--- src/sv/mbk_pkg.sv ---
// Shared types, constants and the character pattern table for the Morse buzzer keyer.
// No dependencies; imported by morse_buzzer_keyer.
`default_nettype none

package mbk_pkg;

  // Default sizes for the top-level parameters.
  localparam int MAX_ELEMENTS_DEF = 6;
  localparam int COUNT_WIDTH_DEF  = 16;

  // Fixed field widths.
  localparam int ACTION_W   = 2;
  localparam int CHAR_W     = 7;
  localparam int DOT_W      = 12;
  localparam int UNIT_W     = 3;
  localparam int PROD_W     = UNIT_W + DOT_W;
  localparam int ELEM_W     = 3;
  localparam int ROM_SLOTS  = 8;
  localparam int ROM_CODE_W = ELEM_W * ROM_SLOTS;
  localparam int ROM_LEN_W  = 4;
  localparam int IN_DATA_W  = 16;
  localparam int OUT_DATA_W = 8;
  localparam int CFG_IDX_W  = 1;
  localparam int CFG_DATA_W = DOT_W;

  // Register indexes on the configuration port.
  localparam logic [CFG_IDX_W-1:0] CFG_DOT_TICKS   = 1'd0;
  localparam logic [CFG_IDX_W-1:0] CFG_ACTIVE_HIGH = 1'd1;

  // Reset values of the configuration registers.
  localparam logic [DOT_W-1:0] DOT_TICKS_RST   = 12'd100;
  localparam logic             ACTIVE_HIGH_RST = 1'b1;

  // Extra off units after the last element of a character.
  localparam logic [UNIT_W-1:0] CHAR_GAP_UNITS = 3'd3;

  typedef enum logic [ACTION_W-1:0] {
    ACT_TICK   = 2'd0,
    ACT_OFFER  = 2'd1,
    ACT_CANCEL = 2'd2
  } action_t;

  typedef enum logic [1:0] {
    PH_IDLE = 2'd0,
    PH_BUZZ = 2'd1,
    PH_GAP  = 2'd2
  } phase_t;

  // Element codes: dot, dot followed by a wide space, dash, long dash, zero, space.
  typedef enum logic [ELEM_W-1:0] {
    E_DOT  = 3'd0,
    E_DSP  = 3'd1,
    E_DASH = 3'd2,
    E_LONG = 3'd3,
    E_ZERO = 3'd4,
    E_SPC  = 3'd5
  } elem_t;

  typedef struct packed {
    logic                  valid;
    logic [ROM_LEN_W-1:0]  len;
    logic [ROM_CODE_W-1:0] codes;
  } rom_entry_t;

  function automatic logic [UNIT_W-1:0] on_units(input logic [ELEM_W-1:0] code);
    logic [UNIT_W-1:0] u;
    case (code)
      E_DOT:   u = 3'd1;
      E_DSP:   u = 3'd1;
      E_DASH:  u = 3'd2;
      E_LONG:  u = 3'd4;
      E_ZERO:  u = 3'd5;
      E_SPC:   u = 3'd0;
      default: u = 3'd2;
    endcase
    return u;
  endfunction

  function automatic logic [UNIT_W-1:0] off_units(input logic [ELEM_W-1:0] code);
    logic [UNIT_W-1:0] u;
    case (code)
      E_DSP:   u = 3'd2;
      E_SPC:   u = 3'd4;
      default: u = 3'd1;
    endcase
    return u;
  endfunction

  // Builds one table entry; the first element lands in the lowest bits.
  function automatic rom_entry_t ent(input logic [ROM_LEN_W-1:0] n,
                                     input elem_t a, input elem_t b, input elem_t c,
                                     input elem_t d, input elem_t e, input elem_t f);
    rom_entry_t r;
    r.valid = 1'b1;
    r.len   = n;
    r.codes = {E_DOT, E_DOT, f, e, d, c, b, a};
    return r;
  endfunction

  // Pattern table. Codes without an entry, lowercase included, come back invalid.
  // Underscore elements are stored as dashes.
  function automatic rom_entry_t pattern_lookup(input logic [CHAR_W-1:0] ch);
    rom_entry_t r;
    case (ch)
      7'h20: r = ent(4'd1, E_SPC,  E_DOT,  E_DOT,  E_DOT,  E_DOT,  E_DOT);  // space
      7'h41: r = ent(4'd2, E_DOT,  E_DASH, E_DOT,  E_DOT,  E_DOT,  E_DOT);  // A
      7'h42: r = ent(4'd4, E_DASH, E_DOT,  E_DOT,  E_DOT,  E_DOT,  E_DOT);  // B
      7'h43: r = ent(4'd3, E_DOT,  E_DSP,  E_DOT,  E_DOT,  E_DOT,  E_DOT);  // C
      7'h44: r = ent(4'd3, E_DASH, E_DOT,  E_DOT,  E_DOT,  E_DOT,  E_DOT);  // D
      7'h45: r = ent(4'd1, E_DOT,  E_DOT,  E_DOT,  E_DOT,  E_DOT,  E_DOT);  // E
      7'h46: r = ent(4'd3, E_DOT,  E_DASH, E_DOT,  E_DOT,  E_DOT,  E_DOT);  // F
      7'h47: r = ent(4'd3, E_DASH, E_DASH, E_DOT,  E_DOT,  E_DOT,  E_DOT);  // G
      7'h48: r = ent(4'd4, E_DOT,  E_DOT,  E_DOT,  E_DOT,  E_DOT,  E_DOT);  // H
      7'h49: r = ent(4'd2, E_DOT,  E_DOT,  E_DOT,  E_DOT,  E_DOT,  E_DOT);  // I
      7'h4A: r = ent(4'd4, E_DASH, E_DOT,  E_DASH, E_DOT,  E_DOT,  E_DOT);  // J
      7'h4B: r = ent(4'd3, E_DASH, E_DOT,  E_DASH, E_DOT,  E_DOT,  E_DOT);  // K
      7'h4C: r = ent(4'd1, E_LONG, E_DOT,  E_DOT,  E_DOT,  E_DOT,  E_DOT);  // L
      7'h4D: r = ent(4'd2, E_DASH, E_DASH, E_DOT,  E_DOT,  E_DOT,  E_DOT);  // M
      7'h4E: r = ent(4'd2, E_DASH, E_DOT,  E_DOT,  E_DOT,  E_DOT,  E_DOT);  // N
      7'h4F: r = ent(4'd2, E_DSP,  E_DOT,  E_DOT,  E_DOT,  E_DOT,  E_DOT);  // O
      7'h50: r = ent(4'd5, E_DOT,  E_DOT,  E_DOT,  E_DOT,  E_DOT,  E_DOT);  // P
      7'h51: r = ent(4'd4, E_DOT,  E_DOT,  E_DASH, E_DOT,  E_DOT,  E_DOT);  // Q
      7'h52: r = ent(4'd3, E_DSP,  E_DOT,  E_DOT,  E_DOT,  E_DOT,  E_DOT);  // R
      7'h53: r = ent(4'd3, E_DOT,  E_DOT,  E_DOT,  E_DOT,  E_DOT,  E_DOT);  // S
      7'h54: r = ent(4'd1, E_DASH, E_DOT,  E_DOT,  E_DOT,  E_DOT,  E_DOT);  // T
      7'h55: r = ent(4'd3, E_DOT,  E_DOT,  E_DASH, E_DOT,  E_DOT,  E_DOT);  // U
      7'h56: r = ent(4'd4, E_DOT,  E_DOT,  E_DOT,  E_DASH, E_DOT,  E_DOT);  // V
      7'h57: r = ent(4'd3, E_DOT,  E_DASH, E_DASH, E_DOT,  E_DOT,  E_DOT);  // W
      7'h58: r = ent(4'd4, E_DOT,  E_DASH, E_DOT,  E_DOT,  E_DOT,  E_DOT);  // X
      7'h59: r = ent(4'd4, E_DOT,  E_DSP,  E_DOT,  E_DOT,  E_DOT,  E_DOT);  // Y
      7'h5A: r = ent(4'd4, E_DOT,  E_DOT,  E_DSP,  E_DOT,  E_DOT,  E_DOT);  // Z
      7'h30: r = ent(4'd1, E_ZERO, E_DOT,  E_DOT,  E_DOT,  E_DOT,  E_DOT);  // 0
      7'h31: r = ent(4'd4, E_DOT,  E_DASH, E_DASH, E_DOT,  E_DOT,  E_DOT);  // 1
      7'h32: r = ent(4'd5, E_DOT,  E_DOT,  E_DASH, E_DOT,  E_DOT,  E_DOT);  // 2
      7'h33: r = ent(4'd5, E_DOT,  E_DOT,  E_DOT,  E_DASH, E_DOT,  E_DOT);  // 3
      7'h34: r = ent(4'd5, E_DOT,  E_DOT,  E_DOT,  E_DOT,  E_DASH, E_DOT);  // 4
      7'h35: r = ent(4'd3, E_DASH, E_DASH, E_DASH, E_DOT,  E_DOT,  E_DOT);  // 5
      7'h36: r = ent(4'd6, E_DOT,  E_DOT,  E_DOT,  E_DOT,  E_DOT,  E_DOT);  // 6
      7'h37: r = ent(4'd4, E_DASH, E_DASH, E_DOT,  E_DOT,  E_DOT,  E_DOT);  // 7
      7'h38: r = ent(4'd5, E_DASH, E_DOT,  E_DOT,  E_DOT,  E_DOT,  E_DOT);  // 8
      7'h39: r = ent(4'd4, E_DASH, E_DOT,  E_DOT,  E_DASH, E_DOT,  E_DOT);  // 9
      7'h2E: r = ent(4'd6, E_DOT,  E_DOT,  E_DASH, E_DASH, E_DOT,  E_DOT);  // period
      7'h2C: r = ent(4'd4, E_DOT,  E_DASH, E_DOT,  E_DASH, E_DOT,  E_DOT);  // comma
      7'h3F: r = ent(4'd5, E_DASH, E_DOT,  E_DOT,  E_DASH, E_DOT,  E_DOT);  // question
      7'h27: r = ent(4'd6, E_DOT,  E_DASH, E_DASH, E_DASH, E_DASH, E_DOT);  // apostrophe
      7'h21: r = ent(4'd4, E_DASH, E_DASH, E_DASH, E_DOT,  E_DOT,  E_DOT);  // exclamation
      7'h2F: r = ent(4'd5, E_DASH, E_DOT,  E_DOT,  E_DASH, E_DOT,  E_DOT);  // slash
      7'h28: r = ent(4'd6, E_DASH, E_DOT,  E_DASH, E_DASH, E_DOT,  E_DASH); // open paren
      7'h29: r = ent(4'd6, E_DASH, E_DOT,  E_DASH, E_DASH, E_DOT,  E_DASH); // close paren
      7'h26: r = ent(4'd4, E_DSP,  E_DOT,  E_DOT,  E_DOT,  E_DOT,  E_DOT);  // ampersand
      7'h3A: r = ent(4'd6, E_DASH, E_DASH, E_DASH, E_DOT,  E_DOT,  E_DOT);  // colon
      7'h3B: r = ent(4'd6, E_DASH, E_DOT,  E_DASH, E_DOT,  E_DASH, E_DOT);  // semicolon
      7'h3D: r = ent(4'd5, E_DASH, E_DOT,  E_DOT,  E_DOT,  E_DASH, E_DOT);  // equals
      7'h2D: r = ent(4'd6, E_DASH, E_DOT,  E_DOT,  E_DOT,  E_DOT,  E_DASH); // hyphen
      7'h5F: r = ent(4'd6, E_DOT,  E_DOT,  E_DASH, E_DASH, E_DOT,  E_DASH); // underscore
      7'h22: r = ent(4'd6, E_DOT,  E_DASH, E_DOT,  E_DOT,  E_DASH, E_DOT);  // quote
      7'h40: r = ent(4'd6, E_DOT,  E_DASH, E_DASH, E_DOT,  E_DASH, E_DOT);  // at sign
      default: begin
        r = '0;
      end
    endcase
    return r;
  endfunction

endpackage

`default_nettype wire

--- src/sv/morse_buzzer_keyer.sv ---
// Top level of the Morse buzzer keyer: request handshakes, configuration registers,
// element timing state and the registered result. Depends on mbk_pkg.
`default_nettype none

// The keyer drives a buzzer with American-style Morse, one character at a time. Every
// input request carries an action: a tick (one unit of time passes), a character offer,
// or a cancel. Each request produces exactly one result that reports the buzzer pin
// level after the request, whether a character is still playing, and whether an offered
// character was taken. A character is taken only while idle and only if the pattern
// table holds an entry for it; lowercase letters and other unlisted codes are skipped.
// Elements are timed in multiples of dot_ticks ticks, and the last element of each
// character is followed by three more off units. The block handles one request per
// clock: the whole step (table lookup, small unit-times-dot_ticks products, one counter
// compare) sits between the accepted request and the result register, and a new request
// is taken in the same cycle that the previous result is taken, so a stalled output side
// holds the input side for as long as the result waits. Configuration writes are always
// ready and take effect on the next request; dot_ticks applies from the next element on.
module morse_buzzer_keyer #(
  parameter int MAX_ELEMENTS = mbk_pkg::MAX_ELEMENTS_DEF,
  parameter int COUNT_WIDTH  = mbk_pkg::COUNT_WIDTH_DEF
) (
  input  wire logic                            clk,
  input  wire logic                            rst_n,
  // Input requests. in_tdata: [1:0] action, [8:2] char_code, [15:9] zero.
  input  wire logic                            in_tvalid,
  output logic                                 in_tready,
  input  wire logic [mbk_pkg::IN_DATA_W-1:0]   in_tdata,
  // Results. out_tdata: [0] buzzer_level, [1] playing, [2] accepted, [7:3] zero.
  output logic                                 out_tvalid,
  input  wire logic                            out_tready,
  output logic [mbk_pkg::OUT_DATA_W-1:0]       out_tdata,
  // Configuration writes: index 0 dot_ticks, index 1 active_high (bit 0).
  input  wire logic                            cfg_valid,
  output logic                                 cfg_ready,
  input  wire logic [mbk_pkg::CFG_IDX_W-1:0]   cfg_index,
  input  wire logic [mbk_pkg::CFG_DATA_W-1:0]  cfg_data
);
  import mbk_pkg::*;

  localparam int CODES_W = ELEM_W * MAX_ELEMENTS;
  localparam int LEFT_W  = $clog2(MAX_ELEMENTS + 1);
  localparam int LEN_W   = (COUNT_WIDTH > PROD_W) ? COUNT_WIDTH : PROD_W;

  // Configuration registers.
  logic [DOT_W-1:0]       dot_ticks_r;
  logic                   active_high_r;

  // Keyer state.
  phase_t                 phase_r, phase_nxt;
  logic [CODES_W-1:0]     codes_r, codes_nxt;
  logic [LEFT_W-1:0]      left_r, left_nxt;
  logic [COUNT_WIDTH-1:0] tick_r, tick_nxt;
  logic [COUNT_WIDTH-1:0] on_len_r, on_len_nxt;
  logic [COUNT_WIDTH-1:0] off_len_r, off_len_nxt;
  logic                   sounding_r, sounding_nxt;

  // Result register.
  logic                   out_valid_r;
  logic [OUT_DATA_W-1:0]  out_data_r;
  logic [OUT_DATA_W-1:0]  out_data_nxt;

  // Request fields and helpers.
  logic                   in_accept;
  logic [ACTION_W-1:0]    req_action;
  logic [CHAR_W-1:0]      req_char;
  rom_entry_t             rom_ent;
  logic [ROM_CODE_W-1:0]  rom_codes_ext;
  logic [LEFT_W-1:0]      rom_left;

  // Element loader: source of the next element and the lengths it gets.
  logic [CODES_W-1:0]     src_codes;
  logic [LEFT_W-1:0]      src_left;
  logic [ELEM_W-1:0]      ld_code;
  logic [LEFT_W-1:0]      ld_left;
  logic [UNIT_W-1:0]      ld_on_units;
  logic [UNIT_W-1:0]      ld_off_units;
  logic [COUNT_WIDTH-1:0] ld_on_len;
  logic [COUNT_WIDTH-1:0] ld_off_len;
  logic [COUNT_WIDTH-1:0] tick_inc;
  logic                   accepted;

  // Units times dot_ticks, saturated to the counter width.
  function automatic logic [COUNT_WIDTH-1:0] sat_len(input logic [UNIT_W-1:0] units,
                                                     input logic [DOT_W-1:0] dot);
    logic [PROD_W-1:0] prod;
    logic [LEN_W-1:0]  prod_ext;
    logic [COUNT_WIDTH-1:0] res;
    prod     = PROD_W'(units) * PROD_W'(dot);
    prod_ext = LEN_W'(prod);
    if ((prod_ext >> COUNT_WIDTH) != '0) begin
      res = '1;
    end else begin
      res = prod_ext[COUNT_WIDTH-1:0];
    end
    return res;
  endfunction

  assign in_tready  = !out_valid_r || out_tready;
  assign in_accept  = in_tvalid && in_tready;
  assign out_tvalid = out_valid_r;
  assign out_tdata  = out_data_r;
  assign cfg_ready  = 1'b1;

  assign req_action = in_tdata[ACTION_W-1:0];
  assign req_char   = in_tdata[ACTION_W +: CHAR_W];

  // Pattern table lookup, trimmed to the number of elements the block holds.
  assign rom_ent       = pattern_lookup(req_char);
  assign rom_codes_ext = rom_ent.codes;
  assign rom_left      = ({1'b0, rom_ent.len} > (ROM_LEN_W + 1)'(MAX_ELEMENTS))
                         ? LEFT_W'(MAX_ELEMENTS) : LEFT_W'(rom_ent.len);

  // An offer loads its first element straight from the table; a tick loads from state.
  always_comb begin
    if (req_action == ACT_OFFER) begin
      src_codes = rom_codes_ext[CODES_W-1:0];
      src_left  = rom_left;
    end else begin
      src_codes = codes_r;
      src_left  = left_r;
    end
    ld_code      = src_codes[ELEM_W-1:0];
    ld_left      = (src_left != '0) ? LEFT_W'(src_left - 1'b1) : '0;
    ld_on_units  = on_units(ld_code);
    ld_off_units = off_units(ld_code);
    if (ld_left == '0) begin
      ld_off_units = UNIT_W'(ld_off_units + CHAR_GAP_UNITS);
    end
    ld_on_len  = sat_len(ld_on_units, dot_ticks_r);
    ld_off_len = sat_len(ld_off_units, dot_ticks_r);
  end

  assign tick_inc = (tick_r == '1) ? tick_r : COUNT_WIDTH'(tick_r + 1'b1);

  // Next state and result for the request at the input.
  always_comb begin
    phase_nxt    = phase_r;
    codes_nxt    = codes_r;
    left_nxt     = left_r;
    tick_nxt     = tick_r;
    on_len_nxt   = on_len_r;
    off_len_nxt  = off_len_r;
    sounding_nxt = sounding_r;
    accepted     = 1'b0;

    case (req_action)
      ACT_TICK: begin
        case (phase_r)
          PH_BUZZ: begin
            if (tick_inc >= on_len_r) begin
              phase_nxt    = PH_GAP;
              sounding_nxt = 1'b0;
              tick_nxt     = '0;
            end else begin
              tick_nxt = tick_inc;
            end
          end
          PH_GAP: begin
            tick_nxt = tick_inc;
            if (tick_inc >= off_len_r) begin
              if (left_r != '0) begin
                codes_nxt    = src_codes >> ELEM_W;
                left_nxt     = ld_left;
                on_len_nxt   = ld_on_len;
                off_len_nxt  = ld_off_len;
                tick_nxt     = '0;
                phase_nxt    = (ld_on_len != '0) ? PH_BUZZ : PH_GAP;
                sounding_nxt = (ld_on_len != '0);
              end else begin
                phase_nxt    = PH_IDLE;
                sounding_nxt = 1'b0;
              end
            end
          end
          default: begin
            // Idle: a tick changes nothing.
          end
        endcase
      end
      ACT_OFFER: begin
        if (phase_r == PH_IDLE && rom_ent.valid) begin
          accepted     = 1'b1;
          codes_nxt    = src_codes >> ELEM_W;
          left_nxt     = ld_left;
          on_len_nxt   = ld_on_len;
          off_len_nxt  = ld_off_len;
          tick_nxt     = '0;
          phase_nxt    = (ld_on_len != '0) ? PH_BUZZ : PH_GAP;
          sounding_nxt = (ld_on_len != '0);
        end
      end
      ACT_CANCEL: begin
        phase_nxt    = PH_IDLE;
        sounding_nxt = 1'b0;
        left_nxt     = '0;
        codes_nxt    = '0;
        tick_nxt     = '0;
      end
      default: begin
        // Unused action code: the result only reports the present state.
      end
    endcase

    out_data_nxt    = '0;
    out_data_nxt[0] = sounding_nxt ? active_high_r : !active_high_r;
    out_data_nxt[1] = (phase_nxt != PH_IDLE);
    out_data_nxt[2] = accepted;
  end

  // Configuration registers.
  always_ff @(posedge clk) begin
    if (!rst_n) begin
      dot_ticks_r   <= DOT_TICKS_RST;
      active_high_r <= ACTIVE_HIGH_RST;
    end else if (cfg_valid && cfg_ready) begin
      case (cfg_index)
        CFG_DOT_TICKS:   dot_ticks_r   <= cfg_data[DOT_W-1:0];
        CFG_ACTIVE_HIGH: active_high_r <= cfg_data[0];
        default: begin
        end
      endcase
    end
  end

  // Keyer state advances only on an accepted request.
  always_ff @(posedge clk) begin
    if (!rst_n) begin
      phase_r    <= PH_IDLE;
      codes_r    <= '0;
      left_r     <= '0;
      tick_r     <= '0;
      on_len_r   <= '0;
      off_len_r  <= '0;
      sounding_r <= 1'b0;
    end else if (in_accept) begin
      phase_r    <= phase_nxt;
      codes_r    <= codes_nxt;
      left_r     <= left_nxt;
      tick_r     <= tick_nxt;
      on_len_r   <= on_len_nxt;
      off_len_r  <= off_len_nxt;
      sounding_r <= sounding_nxt;
    end
  end

  // Result register: loads with each accepted request, empties when taken.
  always_ff @(posedge clk) begin
    if (!rst_n) begin
      out_valid_r <= 1'b0;
    end else if (in_accept) begin
      out_valid_r <= 1'b1;
    end else if (out_tready) begin
      out_valid_r <= 1'b0;
    end
  end

  always_ff @(posedge clk) begin
    if (in_accept) begin
      out_data_r <= out_data_nxt;
    end
  end

endmodule

`default_nettype wire

--- config.mk ---
export PLATFORM = sky130hd
export DESIGN_NAME = morse_buzzer_keyer
export DESIGN_NICKNAME = d
export VERILOG_FILES = /design/src/sv/mbk_pkg.sv /design/src/sv/morse_buzzer_keyer.sv
export SDC_FILE = /design/constraint.sdc
export NUM_CORES = 1
export LEC_CHECK = 0
export BUFFER_PORTS_ARGS = -buffer_cell sky130_fd_sc_hd__buf_4
export CORE_MARGIN = 5
export CORE_UTILIZATION = 46
export DETAILED_ROUTE_END_ITERATION = 6
export REMOVE_ABC_BUFFERS = 1
export SLEW_MARGIN = 25
export SYNTH_ARGS = -nofsm -noshare
export SYNTH_HDL_FRONTEND = slang
export SYNTH_SLANG_ARGS = --single-unit
--- constraint.sdc ---
create_clock -name clk -period 7.01 [get_ports clk]
set_input_delay 1.0515 -clock clk [delete_from_list [all_inputs] [get_ports clk]]
set_output_delay 1.0515 -clock clk [all_outputs]
set_load 0.02 [all_outputs]
-- Word-level counts from Yosys, hierarchy flattened
Memories as Yosys holds them, arrays and structs flattened.
Index checks and enable logic that the tools add are counted.
- bits in registers: 89
- bits in latches: 0
- memory bits (writable): 0
- memory bits (read-only): 1792
- output and inout bits: 11
- memories kept: 1
- memories (name ; depth ; width ; read ports ; clocked after memory_dff ; wr ports ; RTL line ; RTL):
    (name not given) ; 128 ; 14 ; 1 ; 0 ; 0 ; mbk_pkg.sv:104 ; case (ch)
- add/sub/neg operators: 3
- multipliers: 2
- divide/modulo/power cells: 0
- $lt $le $gt $ge: 3
- equality and inequality tests: 14
- shifts and indexed selects: 0
- mux-type cells: 51
- bitwise operators: 1
- reduce and logical (&&, ||, !) cells: 22
- operators with widths (operator ; count):
    16-bit 2-to-1 mux ; 13
    16-bit one-hot mux with 2 select lines ; 3
    18-bit 2-to-1 mux ; 5
    18-bit one-hot mux with 3 select lines ; 1
    16-bit one-hot mux with 3 select lines ; 1
    16-bit >= comparator ; 2
    3-bit by 12-bit multiplier with 15-bit output ; 2
    3-bit 2-to-1 mux ; 8
    16-bit by 1-bit adder with 16-bit output, second input constant ; 1
    16-bit == test, second input constant ; 1
    16-bit nonzero test ; 1
    3-bit one-hot mux with 4 select lines ; 1
    6-bit AND reduction ; 2
    2-bit 2-to-1 mux ; 5
    3-bit one-hot mux with 3 select lines ; 1
    3-bit nonzero test ; 3
    1-bit 2-to-1 mux ; 8
    3-bit == test, second input constant ; 2
    3-bit zero test ; 2
    2-bit != test, second input constant ; 3
    2-bit one-hot mux with 3 select lines ; 1
    3-bit one-hot mux with 2 select lines ; 1
    2-bit nonzero test ; 3
    2-bit by 1-bit == test with 1-bit output, second input constant ; 2
    19 further kinds ; 24

-- Logic depth before layout (Yosys ltp)
- depth in word-level cells: 13
- depth in mapped cells: 31
- gate-level depth less buffers: 29

-- Worst setup path before layout
No wires, ideal clock.
- kind: input to register
- from: in in_tdata[3] (netlist bit)
- to: reg off_len_r[12]
- setup time: 117 ps
- data arrival time: 6150 ps
- data required time: 6893 ps
- path slack: 743 ps
- stages on the path: 29
- path buffers: 1
- path through: inv_1 ha_1 mux4_2 a221o_1 a22oi_2 o31ai_4 or2_2 ha_1 inv_1 o311a_1 mux2i_2 xor2_1 nor2_1 buf_4 nand2_1 fa_1 inv_1 ha_1 inv_1 fa_1 nor2b_1 o21ai_0 a21oi_1 o21ai_0 nand2b_1 a31oi_1 o21ai_0 o311a_1 a32o_1
- longest elaborated chain between the ends: 13
- RTL lines (what ; RTL line ; RTL):
    start: declaration ; morse_buzzer_keyer.sv:27 ; input wire logic [mbk_pkg::IN_DATA_W-1:0] in_tdata,
    memory read 128 x 14 bit (*) ; - ;
    4-bit by 3-bit greater-than comparator with 1-bit output ; morse_buzzer_keyer.sv:110 ; assign rom_left = ({1'b0, rom_ent.len} > (ROM_LEN_W + 1)'(MAX_ELEMENTS))
    3-bit 2-to-1 mux ; morse_buzzer_keyer.sv:111 ; ? LEFT_W'(MAX_ELEMENTS) : LEFT_W'(rom_ent.len);
    3-bit 2-to-1 mux ; morse_buzzer_keyer.sv:115 ; if (req_action == ACT_OFFER) begin
    3-bit by 1-bit subtractor with 3-bit output / 3-bit nonzero test (equally long branches) ; morse_buzzer_keyer.sv:123 ; ld_left = (src_left != '0) ? LEFT_W'(src_left - 1'b1) : '0;
    3-bit 2-to-1 mux ; morse_buzzer_keyer.sv:123 ;
    3-bit zero test ; morse_buzzer_keyer.sv:126 ; if (ld_left == '0) begin
    3-bit 2-to-1 mux ; morse_buzzer_keyer.sv:126 ;
    3-bit by 12-bit multiplier with 15-bit output ; morse_buzzer_keyer.sv:88 ; prod = PROD_W'(units) * PROD_W'(dot);
    16-bit 2-to-1 mux ; morse_buzzer_keyer.sv:161 ; if (left_r != '0) begin
    16-bit 2-to-1 mux ; morse_buzzer_keyer.sv:160 ; if (tick_inc >= off_len_r) begin
    16-bit 2-to-1 mux ; morse_buzzer_keyer.sv:148 ; case (phase_r)
    16-bit one-hot mux with 2 select lines ; morse_buzzer_keyer.sv:146 ; case (req_action)
    end signal: assignment ; morse_buzzer_keyer.sv:241 ; off_len_r <= off_len_nxt;
    end: declaration ; morse_buzzer_keyer.sv:54 ; logic [COUNT_WIDTH-1:0] off_len_r, off_len_nxt;
Mark *: on every way between the ends. The rest lies on a longest branch, timed or not. The select of a mux whose other input is x is not followed.
A chain may end at the register's enable or synchronous reset.

-- Final worst setup path
- from: in in_tdata[2] (netlist bit)
- to: reg off_len_r[12]
Same word-level chain as after synthesis.

==> impl_metrics.env <==
export IMPL_status="finished, final reports clean"
export IMPL_initial_utilization_pct=46.3
export IMPL_r2r_start="tick_r[0]$_SDFFE_PN0P_"
export IMPL_final_hold_violation_count=0
export IMPL_wl_per_cell_um=15.3
export IMPL_finalWirelength_mm=19.2
export IMPL_cts_sinks=76
export IMPL_path_max_fanout=10
export IMPL_cts_htree_levels=3
export IMPL_place_hpwl_mm=14.4
export IMPL_fp_dieH_um=139
export IMPL_clock_skew_final_ps=9.63
export IMPL_grt_overflow=0
export IMPL_tns_ps=0
export IMPL_crit_required_ps=7260
export IMPL_drc=0
export IMPL_fill_cells=1648
export IMPL_switching_power_uw=424
export IMPL_drt_pass1_iter_count=5
export IMPL_core_area_um2=16400
export IMPL_syn_area_per_cell_um2=7.50
export IMPL_clk_pin_slew_ps=70
export IMPL_gp_congestion=0.921
export IMPL_drt_iter0_drc=454
export IMPL_cp_startpoint="in_tdata[2]"
export IMPL_layout_common_cells="177 x nand2_1, 97 x inv_1, 82 x a21oi_1, 78 x ha_1, 73 x dfxtp_1"
export IMPL_synth_edf_count=3
export IMPL_die_x_um=139
export IMPL_ys_async_sr_fraction_pct=0
export IMPL_hold_class="flip-flop to flip-flop"
export IMPL_cts_made_buffers=9
export IMPL_grt_pass1_vias=6439
export IMPL_diodes=0
export IMPL_antenna_found_initial=0
export IMPL_grt_max_degree=55
export IMPL_slew_headroom_pct=37.1
export IMPL_power_density_nw_per_um2=160
export IMPL_critPathLaunchType="primary input"
export IMPL_worst_pin_slew_ps=934
export IMPL_clockBufferDepth=2
export IMPL_cap_violations=0
export IMPL_p_sw_share_pct=31.6
export IMPL_yosys_warnings=0
export IMPL_final_layout_size_suffix_gt1_share_pct=9.85
export IMPL_crit_top_cell="inv_1"
export IMPL_finalSetupViolations=0
export IMPL_power_frac_comb_pct=25.0
export IMPL_internal_power_uw=919
export IMPL_slew_violations=0
export IMPL_ys_seq_area_share_pct=20.4
export IMPL_syn_cell_area_um2=7600
export IMPL_via_per_inst=5.50
export IMPL_rsz0062_at_grt="false"
export IMPL_fin_ws_ps=519
export IMPL_ys_flop_type="dfxtp_1"
export IMPL_holdWs_ps=453
export IMPL_clkPwrFrac_pct=40.4
export IMPL_ios=45
export IMPL_vdd_drop_max_mv=0.137
export IMPL_post_cts_setup_buffer_count=0
export IMPL_cts_root_buf="clkbuf_16"
export IMPL_power_leakage_nw=3.60
export IMPL_post_cts_resized=0
export IMPL_hp_start="off_len_r[8]$_SDFFE_PN0P_"
export IMPL_worst_setup_path_end_kind="flip-flop"
export IMPL_clk_latency_ps=350
export IMPL_cp_slowest_stage_delay_ps=510
export IMPL_cts_tree="built"
export IMPL_area_growth_pct=10.4
export IMPL_place_ws_ps=193
export IMPL_layout_commonest_cell="nand2_1"
export IMPL_synth_cell_types=83
export IMPL_ant_nets=0
export IMPL_synthCells=1013
export IMPL_ys_ff_latch=76
export IMPL_die_area_um2=19200
export IMPL_vias=6902
export IMPL_p_seq_share_pct=34.6
export IMPL_grt_pass1_wl_mm=32.0
export IMPL_port_buffer_count=31
export IMPL_cp_arrival_ps=6740
export IMPL_rows=47
export IMPL_fin_nets=1165
export IMPL_period_minus_slack_ps=6490
export IMPL_cpMaxStageDelayCell="fa_1"
export IMPL_hold_buffers=0
export IMPL_grt_usage_pct=19.8
export IMPL_crit_type="primary input to flip-flop"
export IMPL_fmax_ghz=0.154
export IMPL_fin_crit_sh_pct=92.6
logic make-up (layout without fill, tap and decap cells):
kind of cell	after synthesis	after routing	share of synthesized area, %
other	2	6	0.0989
AND/OR/NAND/NOR	379	379	23.3
XOR/XNOR	31	31	3.57
adder cells (fa/ha/maj)	100	100	18.6
AO/OA/AOI/OAI	250	250	22.0
multiplexers	21	21	3.26
buffers and inverters	154	173	8.70
flip-flops	76	76	20.4
cells in the mapped netlist, types with 5 or more instances:
master / number / area (µm²)
a211oi_1: 19 / 143
a21o_1: 13 / 97.6
a21oi_1: 82 / 410
a22oi_1: 7 / 52.6
a311oi_1: 8 / 70.1
a31oi_1: 13 / 81.3
and2_1: 13 / 81.3
and3_1: 9 / 56.3
buf_2: 11 / 55.1
buf_4: 11 / 82.6
clkbuf_1: 29 / 109
dfxtp_1: 73 / 1460
fa_1: 22 / 440
ha_1: 78 / 976
inv_1: 97 / 364
mux2i_1: 14 / 140
nand2_1: 177 / 664
nand2b_1: 11 / 68.8
nand3_1: 22 / 110
nand4_1: 9 / 56.3
nor2_1: 60 / 225
nor2b_1: 19 / 119
nor3_1: 24 / 120
o2111ai_1: 5 / 43.8
o21a_1: 9 / 67.6
o21ai_0: 37 / 185
o21bai_1: 5 / 37.5
or2_2: 6 / 37.5
or3_1: 6 / 37.5
xnor2_1: 21 / 184
xor2_1: 10 / 87.6
power by group through the flow:
stage               clock network (mW)  registers, mW  logic (mW)
finish                           0.543          0.465       0.335
global placement                     0          0.474       0.332
global route                     0.572          0.467       0.378
detailed placement                   0          0.475       0.333
CTS                              0.553          0.465       0.335
floorplan                            0          0.471       0.224
critical path, delay by kind of cell:
| kind | cells | cell delay [ps] |
|---|---|---|
| AOI/OAI and AO/OA | 11 | 2260 |
| adders and majority gates | 5 | 1360 |
| and+or+nand+nor | 5 | 690 |
| buffers and inverters | 6 | 600 |
| muxes | 2 | 590 |
| xor gates and xnor gates | 1 | 190 |
registers in the layout, summed over array words and instances (netlist names):
signal         cells
sounding_r         1
active_high_r      1
on_len_r          15
off_len_r         15
out_tdata          3
dot_ticks_r       12
tick_r            16
out_tvalid         1
codes_r            7
phase_r            2
left_r             3
per-stage QoR:
step                      std cells  power [mW]  cell area (µm²)  util, %
after global placement         1240       0.806             8040     49.0
after floorplan                 962       0.695             7330        -
after global routing           1256        1.42             8380     51.1
after detailed placement       1240       0.808             8040     49.0
final                          1256        1.34             8380     51.1
after CTS                      1256        1.35             8380     51.1
routing by layer:
metal | routed length, µm | global-route usage (%) | vias up
li1 | - | - | 3550
met1 | 9670 | 29.1 | 3198
met2 | 8460 | 30.5 | 134
met3 | 760 | 3.28 | 20
met4 | 285 | 4.47 | 0
met5 | 0 | 0 | -
cell type report:
cell class	count	area [µm²]	area share [%]
repair buffers	58	435	5.19
well taps	220	275	3.28
clock inverters	6	91.3	1.09
inverters	99	377	4.49
flip-flops and latches	76	1550	18.5
clock buffers	10	250	2.99
multi-input cells	787	5400	64.4
path summary, 6_finish.rpt:
check / endpoint / slack (ps) / cells after the start
setup reg to reg: tick_r[10]$_SDFFE_PN0P_ / 1580 / 19
hold / removal: off_len_r[8]$_SDFFE_PN0P_ / 450 / 2
hold reg to reg: off_len_r[8]$_SDFFE_PN0P_ / 450 / 2
setup / recovery: off_len_r[12]$_SDFFE_PN0P_ / 520 / 30
Power figures use the tool's default switching activity.
